<file path="config.mk">
export PLATFORM = sky130hd
export DESIGN_NAME = yuv_to_rgb24_pixel_pair_unit
export DESIGN_NICKNAME = d
export VERILOG_FILES = /design/src/yrgb_pkg.sv /design/src/yrgb_chroma.sv /design/src/yrgb_lane.sv /design/src/yuv_to_rgb24_pixel_pair_unit.sv
export SDC_FILE = /design/constraint.sdc
export NUM_CORES = 1
export LEC_CHECK = 0
export BUFFER_PORTS_ARGS = -buffer_cell sky130_fd_sc_hd__clkbuf_2
export CAP_MARGIN = 20
export CORE_MARGIN = 2
export CORE_UTILIZATION = 50
export DETAILED_ROUTE_END_ITERATION = 6
export GPL_TIMING_DRIVEN = 0
export HOLD_SLACK_MARGIN = 0.15
export PLACE_DENSITY = 0.66
export SYNTH_ARGS = -nofsm -noshare
export SYNTH_HDL_FRONTEND = slang
export SYNTH_SLANG_ARGS = --single-unit
</file>
<file path="constraint.sdc">
create_clock -name clk -period 22.3 [get_ports clk]
set_clock_uncertainty 0.05 [all_clocks]
set_input_delay 4.46 -clock clk [delete_from_list [all_inputs] [get_ports clk]]
set_output_delay 4.46 -clock clk [all_outputs]
set_load 0.01 [all_outputs]
</file>
<file path="src/yrgb_pkg.sv">
// shared constants, types and the channel finishing function for the yuv to rgb24 pair unit
package yrgb_pkg;

  localparam int unsigned SAMPLE_W = 8;
  localparam int unsigned IN_W     = 4 * SAMPLE_W;
  localparam int unsigned OUT_W    = 6 * SAMPLE_W;

  // q10 channel sums fit in 21 signed bits for every input pattern
  localparam int unsigned SUM_W  = 21;
  localparam int unsigned FRAC_W = 10;
  localparam int unsigned CINT_W = SUM_W - 1 - FRAC_W;

  localparam logic signed [SUM_W-1:0] LUMA_OFS   = 21'sd16;
  localparam logic signed [SUM_W-1:0] CHROMA_OFS = 21'sd128;
  localparam logic signed [SUM_W-1:0] Q_LUMA     = 21'sd1192;
  localparam logic signed [SUM_W-1:0] Q_CB_BLUE  = 21'sd2066;
  localparam logic signed [SUM_W-1:0] Q_CR_GREEN = 21'sd833;
  localparam logic signed [SUM_W-1:0] Q_CB_GREEN = 21'sd400;
  localparam logic signed [SUM_W-1:0] Q_CR_RED   = 21'sd1634;

  // c*220/250 = c*22/25; below the clamp point c*22 < 6400, so /25 is
  // exact as (c * 22 * ceil(2^18/25)) >> 18
  localparam int unsigned MANT_W    = 9;
  localparam int unsigned RECIP_SH  = 18;
  localparam int unsigned PROD_W    = MANT_W + RECIP_SH;
  localparam logic [PROD_W-1:0] SCALE_MUL = 27'd230692;
  localparam logic [CINT_W-1:0] SAT_LIMIT = 10'd291;

  typedef struct packed {
    logic signed [SUM_W-1:0] red;
    logic signed [SUM_W-1:0] green;
    logic signed [SUM_W-1:0] blue;
  } chroma_terms_t;

  typedef struct packed {
    logic              neg;
    logic              sat;
    logic [PROD_W-1:0] prod;
  } chan_raw_t;

  typedef struct packed {
    chan_raw_t red;
    chan_raw_t green;
    chan_raw_t blue;
  } pix_raw_t;

  typedef struct packed {
    logic s1;
    logic s2;
  } stage_en_t;

  function automatic logic [SAMPLE_W-1:0] finish_chan(input chan_raw_t ch);
    logic [SAMPLE_W-1:0] res;
    res = ch.prod[RECIP_SH +: SAMPLE_W];
    if (ch.neg) begin
      res = '0;
    end else if (ch.sat) begin
      res = '1;
    end
    return res;
  endfunction

endpackage

</file>
<file path="src/yrgb_chroma.sv">
// shared chroma contributions, computed once per pair and handed to both lanes
module yrgb_chroma (
  input  logic                           clk,
  input  yrgb_pkg::stage_en_t            en,
  input  logic [yrgb_pkg::SAMPLE_W-1:0]  chroma_blue,
  input  logic [yrgb_pkg::SAMPLE_W-1:0]  chroma_red,
  output yrgb_pkg::chroma_terms_t        terms
);
  import yrgb_pkg::*;

  logic signed [SUM_W-1:0] ud;
  logic signed [SUM_W-1:0] vd;
  chroma_terms_t           terms_r;
  chroma_terms_t           terms_nxt;

  always_comb begin
    ud = signed'(SUM_W'(chroma_blue)) - CHROMA_OFS;
    vd = signed'(SUM_W'(chroma_red)) - CHROMA_OFS;
    terms_nxt.red   = Q_CR_RED * vd;
    terms_nxt.green = -(Q_CR_GREEN * vd) - (Q_CB_GREEN * ud);
    terms_nxt.blue  = Q_CB_BLUE * ud;
  end

  always_ff @(posedge clk) begin
    if (en.s1) begin
      terms_r <= terms_nxt;
    end
  end

  assign terms = terms_r;

endmodule

</file>
<file path="src/yrgb_lane.sv">
// one pixel lane: luma product, three channel sums and the rescale product
module yrgb_lane (
  input  logic                          clk,
  input  yrgb_pkg::stage_en_t           en,
  input  logic [yrgb_pkg::SAMPLE_W-1:0] luma,
  input  yrgb_pkg::chroma_terms_t       terms,
  output yrgb_pkg::pix_raw_t            pix
);
  import yrgb_pkg::*;

  logic signed [SUM_W-1:0] yd;
  logic signed [SUM_W-1:0] ly_r;
  logic signed [SUM_W-1:0] ly_nxt;
  pix_raw_t                pix_r;
  pix_raw_t                pix_nxt;

  // negative sums clamp to zero whatever the truncation does
  function automatic chan_raw_t chan_step(input logic signed [SUM_W-1:0] sum);
    chan_raw_t          ch;
    logic [CINT_W-1:0]  cint;
    cint    = sum[FRAC_W +: CINT_W];
    ch.neg  = sum[SUM_W-1];
    ch.sat  = (cint >= SAT_LIMIT);
    ch.prod = PROD_W'(cint[MANT_W-1:0]) * SCALE_MUL;
    return ch;
  endfunction

  always_comb begin
    yd     = signed'(SUM_W'(luma)) - LUMA_OFS;
    ly_nxt = Q_LUMA * yd;
    pix_nxt.red   = chan_step(ly_r + terms.red);
    pix_nxt.green = chan_step(ly_r + terms.green);
    pix_nxt.blue  = chan_step(ly_r + terms.blue);
  end

  always_ff @(posedge clk) begin
    if (en.s1) begin
      ly_r <= ly_nxt;
    end
    if (en.s2) begin
      pix_r <= pix_nxt;
    end
  end

  assign pix = pix_r;

endmodule

</file>
<file path="src/yuv_to_rgb24_pixel_pair_unit.sv">
// top level: two pixel lanes, shared chroma terms and the merging output register
//
// Converts one YCbCr pixel pair (two luma samples sharing one Cb/Cr pair) into
// two RGB24 pixels with BT.601-style Q10 coefficients, a 220/250 rescale and
// clamping to 0..255. One pair is taken every clock unless out_tready back-pressure
// fills the stages; a result passes through the three register stages (products,
// channel sums with rescale, clamp and packing). Each stage stalls only when it
// holds data that the next stage cannot take, so bubbles are squeezed out and
// in_tready stays high while the output register is full but earlier stages
// are free. No state is kept between pairs; reset only clears the valid flags.
module yuv_to_rgb24_pixel_pair_unit (
  input  logic                         clk,
  input  logic                         rst_n,
  input  logic                         in_tvalid,
  output logic                         in_tready,
  // luma_first, luma_second, chroma_blue, chroma_red
  input  logic [yrgb_pkg::IN_W-1:0]    in_tdata,
  output logic                         out_tvalid,
  input  logic                         out_tready,
  // red_first, green_first, blue_first, red_second, green_second, blue_second
  output logic [yrgb_pkg::OUT_W-1:0]   out_tdata
);
  import yrgb_pkg::*;

  logic              v1_r;
  logic              v2_r;
  logic              out_tvalid_r;
  logic [OUT_W-1:0]  out_tdata_r;
  logic [OUT_W-1:0]  out_tdata_nxt;
  logic              rdy1;
  logic              rdy2;
  logic              rdy3;
  stage_en_t         en;
  chroma_terms_t     terms;
  pix_raw_t          pix_first;
  pix_raw_t          pix_second;

  assign rdy3 = !out_tvalid_r || out_tready;
  assign rdy2 = !v2_r || rdy3;
  assign rdy1 = !v1_r || rdy2;
  assign en.s1 = rdy1;
  assign en.s2 = rdy2;
  assign in_tready = rdy1;

  yrgb_chroma u_chroma (
    .clk         (clk),
    .en          (en),
    .chroma_blue (in_tdata[2*SAMPLE_W +: SAMPLE_W]),
    .chroma_red  (in_tdata[3*SAMPLE_W +: SAMPLE_W]),
    .terms       (terms)
  );

  yrgb_lane u_lane_first (
    .clk   (clk),
    .en    (en),
    .luma  (in_tdata[0 +: SAMPLE_W]),
    .terms (terms),
    .pix   (pix_first)
  );

  yrgb_lane u_lane_second (
    .clk   (clk),
    .en    (en),
    .luma  (in_tdata[SAMPLE_W +: SAMPLE_W]),
    .terms (terms),
    .pix   (pix_second)
  );

  // merge both lanes into one packed result
  always_comb begin
    out_tdata_nxt = {finish_chan(pix_second.blue), finish_chan(pix_second.green),
                     finish_chan(pix_second.red),  finish_chan(pix_first.blue),
                     finish_chan(pix_first.green), finish_chan(pix_first.red)};
  end

  always_ff @(posedge clk) begin
    if (!rst_n) begin
      v1_r         <= 1'b0;
      v2_r         <= 1'b0;
      out_tvalid_r <= 1'b0;
    end else begin
      if (rdy1) begin
        v1_r <= in_tvalid;
      end
      if (rdy2) begin
        v2_r <= v1_r;
      end
      if (rdy3) begin
        out_tvalid_r <= v2_r;
      end
    end
    if (rdy3) begin
      out_tdata_r <= out_tdata_nxt;
    end
  end

  assign out_tvalid = out_tvalid_r;
  assign out_tdata  = out_tdata_r;

endmodule

</file>
==> metrics.cfg, run 1 <==
[status]
status=finished, final reports clean

[final_layout]
layout_commonest_cell=ha_1
drive_above_1_share=0.0553
finish.cell_count_without_fillers=3769
final_nets=4003
synthToLayoutAreaGrowth_pct=7.95
layout.cells.most_common_list=ha_1 (796), inv_1 (562), edfxtp_1 (198), nor2_1 (191), fa_1 (184)
post-route-util=0.543
insertedDiodeCount=0
final_area_mm2=0.0312

[yosys]
synthesis.area_mm2=0.0289
number_of_enable_flip_flop_cells_after_synthesis=198
cells_after_synth=2873
ys_types=79
synth_top_area_cell=ha_1
synth.yosys.warnings=0
synth_top_cells_by_area=ha_1 (34%), edfxtp_1 (21%), fa_1 (13%), inv_1 (7.3%), xnor2_1 (4.2%)
synthFlopType=edfxtp_1
netlist.area_leader.share=0.345
synth_sequential_area_ratio=0.208
yosys_register_bits=201
synth.net_count=3889
post_synth.cell_area_avg_um2=10.0
synth-async-reset-ratio=0

[placement]
dp_cells=3725
placed_cell_area_mm2=0.0303
dp.final_hpwl_um=51200
portBuffers=85
gp_congestion=0.879

[timing]
fmaxAchievable_mhz=90.6
slew_at_the_pin_closest_to_its_max_slew_limit_ns=1.08
final.min_clock_period_ns=11.04
hold_violations=0
layout_worst_path_cycle_share=0.495
rsz0062_at_grt=false
fin_tns_setup_ns=0
setup_viol=0
drv_slew=0
relSlewSlack=0.277

[worst_setup_path]
cp_max_fo=6
worstSetupStartpointType=primary input
cp_capture_type=register
worstPathArrival_ns=11.28
worstPathRequired_ns=22.54
start_to_end_type_of_the_worst_setup_path=in -> reg

[clocking]
tritoncts.num_buffers=23
clock_slew_at_reported_path_ffs_ns=0.07
clock_sinks=201
clk-insertion-delay-late_ns=0.54
cts_tree=done
cts_setup_buffers=0
clock_tree.root_cell=clkbuf_16
post_cts.resized_instances=0
cts_htree_levels=1
maximum_buffer_depth_of_the_clock_tree=3
cts-hold-fix-buffers=0

[route]
avgViaCountPerCell=5.29
route.detailed.drc=0
final_antenna_net_count=0
top_layer_used=met4
routedLengthMet1_um=27200
initial_drc_count=677
detailroute.wirelength.met3_um=1520
drt-wirelength-per-cell_um=15.8
wl_um=59700
wl_met2_um=29400
first_pass_iters=5
vias=19900

[global_routing]
grt_antenna_before_repair=0
grt_remaining_overflow=0
first_global_vias=20600
grt_max_degree=61
grt_pass1_wl_um=99100
grtUsageTotal=0.203

[floorplanning]
row_count=88
io_pins=86
fp.coreArea_mm2=0.0574
die_width_um=244
fp.dieArea_mm2=0.0597
die_h_um=244
floorplan.initialDensity=0.503

[flow_run]
max_cap_violations=0

[hold_path]
type_of_the_worst_min_delay_path=reg -> reg

-- metal layers --
metal,vias up,GRT usage
met5,-,0
met4,0,0.0569
met3,88,0.0129
met2,266,0.367
met1,9525,0.260
li1,10100,-
-- cells in the mapped netlist (all sizes together), types with 6 or more instances --
cell      n
ha      796
inv     564
edfxtp  198
nor2    191
fa      184
xnor2   137
a21oi   129
o21ai    79
nand2    69
a21o     64
xor2     56
nor3     36
nor2b    34
o21bai   25
nand4    24
nand3    18
o21a     18
a211oi   16
nand2b   16
or2      14
a21boi   13
and3     13
clkbuf   13
a211o    12
o41ai    11
a31oi     9
and2      9
mux2i     9
o211ai    9
o31a      8
or3       8
o211a     7
nor4      6
-- through the flow --
stage	setup WS, ns	hold slack (ns)
floorplan	10.97	0.409
global placement	9.17	0.419
detailed placement	10.70	0.470
CTS	11.26	0.485
global route	10.94	0.503
finish	11.26	0.480
-- worst max-delay path: stages --
cell	delay, ns
clkbuf_2	0.18
ha_1	0.34
fa_1	0.47
ha_1	0.31
ha_1	0.22
fa_1	0.40
a21oi_1	0.17
nor2_1	0.05
nor2_1	0.17
xnor2_1	0.18
ha_1	0.29
fa_1	0.46
fa_1	0.52
inv_1	0.06
fa_1	0.52
inv_1	0.05
fa_1	0.53
inv_1	0.04
ha_1	0.34
a211oi_1	0.36
or3b_1	0.41
a31o_2	0.24
a21oi_1	0.22
o21ai_1	0.12
xor2_1	0.15
-- logic make-up (layout without fill, tap and decap cells) --
logic type               count (synthesis)  in the layout  share of synthesized area
XOR/XNOR                               193            193                     0.0585
adder cells (fa/ha/maj)                980            980                      0.473
buffers and inverters                  577            708                     0.0750
AO/OA/AOI/OAI                          451            451                      0.105
multiplexers                            12             12                    0.00429
AND/OR/NAND/NOR                        459            459                     0.0762
flip-flops                             201            201                      0.208
-- final timing paths --
path | slack [ns] | to | start | cells past startpoint
worst max-delay path | 11.26 | u_chroma.terms[41] | in_tdata[18] | 25
worst min-delay path | 0.48 | out_tdata[10] | u_lane_first.pix[49] | 2
worst min register to register | 0.48 | out_tdata[10] | u_lane_first.pix[49] | 2
worst max register to register | 15.40 | u_lane_first.pix[83] | u_lane_first.ly_r[6] | 23
-- flip-flops by register name, summed over array words and instances (netlist names) --
| name | count |
|---|---|
| v1_r | 1 |
| u_lane_first.ly_r | 18 |
| u_lane_second.ly_r | 18 |
| out_tdata | 48 |
| u_lane_first.pix | 30 |
| out_tvalid | 1 |
| u_lane_second.pix | 30 |
| u_chroma.terms | 54 |
| v2_r | 1 |
-- final cells by class --
class	instances	area (µm²)
clock buffers	25	583
well taps	765	957
repair buffers	89	488
fillers	5033	26200
clock inverters	17	238
flip-flops and latches	201	6010
multi-input cells	2095	20700
plain buffers	13	48.8
inverters	564	2120
Power of run 1 is left out: the tool's default activity adds up to more than one toggle a clock period on the data nets, which glitch-free logic cannot reach.
==> run 2: changes to the inputs <==
--- a/config.mk
+++ b/config.mk
@@ -12,7 +12,7 @@
 export DETAILED_ROUTE_END_ITERATION = 6
 export GPL_TIMING_DRIVEN = 0
 export HOLD_SLACK_MARGIN = 0.15
-export PLACE_DENSITY = 0.66
+export PLACE_DENSITY = 0.69
 export SYNTH_ARGS = -nofsm -noshare
 export SYNTH_HDL_FRONTEND = slang
 export SYNTH_SLANG_ARGS = --single-unit
==> constraint.sdc (replaced) <==
create_clock -name clk -period 9.9 [get_ports clk]
set_clock_uncertainty 0.05 [all_clocks]
set_input_delay 1.98 -clock clk [delete_from_list [all_inputs] [get_ports clk]]
set_output_delay 1.98 -clock clk [all_outputs]
set_load 0.01 [all_outputs]
==> metrics.cfg, run 2 (synthesis gave the netlist of run 1 again) <==
[clocking]
cts-hold-fix-buffers=0
maximum_buffer_depth_of_the_clock_tree=3
cts_setup_buffers=0
clock_sinks=201
post_cts.resized_instances=0
tritoncts.num_buffers=24
clock_tree.root_cell=clkbuf_16
clk-insertion-delay-late_ns=0.54
cts_tree=done
clock_slew_at_reported_path_ffs_ns=0.06
cts_htree_levels=1

[global_routing]
first_global_vias=20700
grtUsageTotal=0.202
grt_pass1_wl_um=98700
grt_antenna_before_repair=1
grt_remaining_overflow=0
grt_max_degree=61

[placement]
gp_congestion=0.929
portBuffers=85
preCtsSetupSlack_ns=0.698
dp.final_hpwl_um=50900

[route]
initial_drc_count=797
final_antenna_net_count=0
vias=20000
drt-wirelength-per-cell_um=15.8
avgViaCountPerCell=5.30
first_pass_iters=5
wl_um=59500
route.detailed.drc=0

[final_layout]
insertedDiodeCount=0
synthToLayoutAreaGrowth_pct=7.87
storage_cell_area_mm2=0.00601
layout_commonest_cell=ha_1
multi_input_comb_area_mm2=0.0207
layout.cells.most_common_list=ha_1 (796), inv_1 (562), edfxtp_1 (198), nor2_1 (191), fa_1 (184)
final_nets=4005
largest_register_ff_count=54
filler_cell_count=4973
drive_above_1_share=0.0549

[timing]
layout_setup_ws_ns=1.24
fmaxAchievable_mhz=115
layout_worst_path_cycle_share=0.875
hold_violations=0
relSlewSlack=0.261
rsz0062_at_grt=false
final.min_clock_period_ns=8.66
drv_slew=0
fin_tns_setup_ns=0
setup_viol=0
slew_at_the_pin_closest_to_its_max_slew_limit_ns=1.10

[floorplanning]
floorplan.initialDensity=0.503
die_h_um=244
die_width_um=244
fp.coreArea_mm2=0.0574
row_count=88
fp.dieArea_mm2=0.0597
io_pins=86

[worst_setup_path]
cp_max_fo=6
cp_capture_type=register
worstPathRequired_ns=10.17
start_to_end_type_of_the_worst_setup_path=in -> reg
worstSetupStartpointType=primary input
worstPathArrival_ns=8.93

[flow_run]
max_cap_violations=0

[status]
status=finished, final reports clean

[hold_path]
type_of_the_worst_min_delay_path=reg -> reg

## run 2: layout make-up
class | instances | area share
multi-input cells | 2095 | 0.666
flip-flops and latches | 201 | 0.193
inverters | 564 | 0.0680
well taps | 765 | 0.0307
clock buffers | 27 | 0.0203
repair buffers | 90 | 0.0157
clock inverters | 17 | 0.00530
plain buffers | 13 | 0.00157
## run 2: path summary, 6_finish.rpt
kind / slack, ns / cells past startpoint / start / end
setup / recovery: 1.24 / 25 / in_tdata[18] / u_chroma.terms[41]
hold reg to reg: 0.48 / 2 / u_lane_second.pix[83] / out_tdata[31]
hold / removal: 0.48 / 2 / u_lane_second.pix[83] / out_tdata[31]
setup reg to reg: 2.93 / 23 / u_lane_second.ly_r[11] / u_lane_second.pix[53]
## run 2: worst max-delay path: stages
cell      delay [ns]
clkbuf_2        0.18
ha_1            0.33
fa_1            0.47
ha_1            0.31
ha_1            0.23
fa_1            0.40
a21oi_1         0.19
nor2_1          0.06
nor2_1          0.15
xnor2_1         0.17
ha_1            0.29
fa_1            0.46
fa_1            0.51
inv_1           0.05
fa_1            0.53
inv_1           0.05
fa_1            0.52
inv_1           0.04
ha_1            0.34
a211oi_1        0.36
or3b_1          0.41
a31o_2          0.24
a21oi_1         0.21
o21ai_1         0.11
xor2_1          0.31
## run 2: stage by stage
stage	cells	hold slack, ns	cell area [µm²]	utilization
floorplan	2873	0.409	28900	-
global placement	3723	0.419	30300	0.527
detailed placement	3727	0.472	30300	0.529
CTS	3771	0.484	31100	0.543
global route	3772	0.497	31100	0.543
finish	3772	0.480	31100	0.543
## run 2: routing by layer
layer,global-route usage,share of wire,wire (µm)
met1,0.254,0.45,26500
met2,0.367,0.49,29300
met3,0.0164,0.031,1820
met4,0.0626,0.031,1830
met5,0,0,0
Power of run 2 is left out for the same reason.
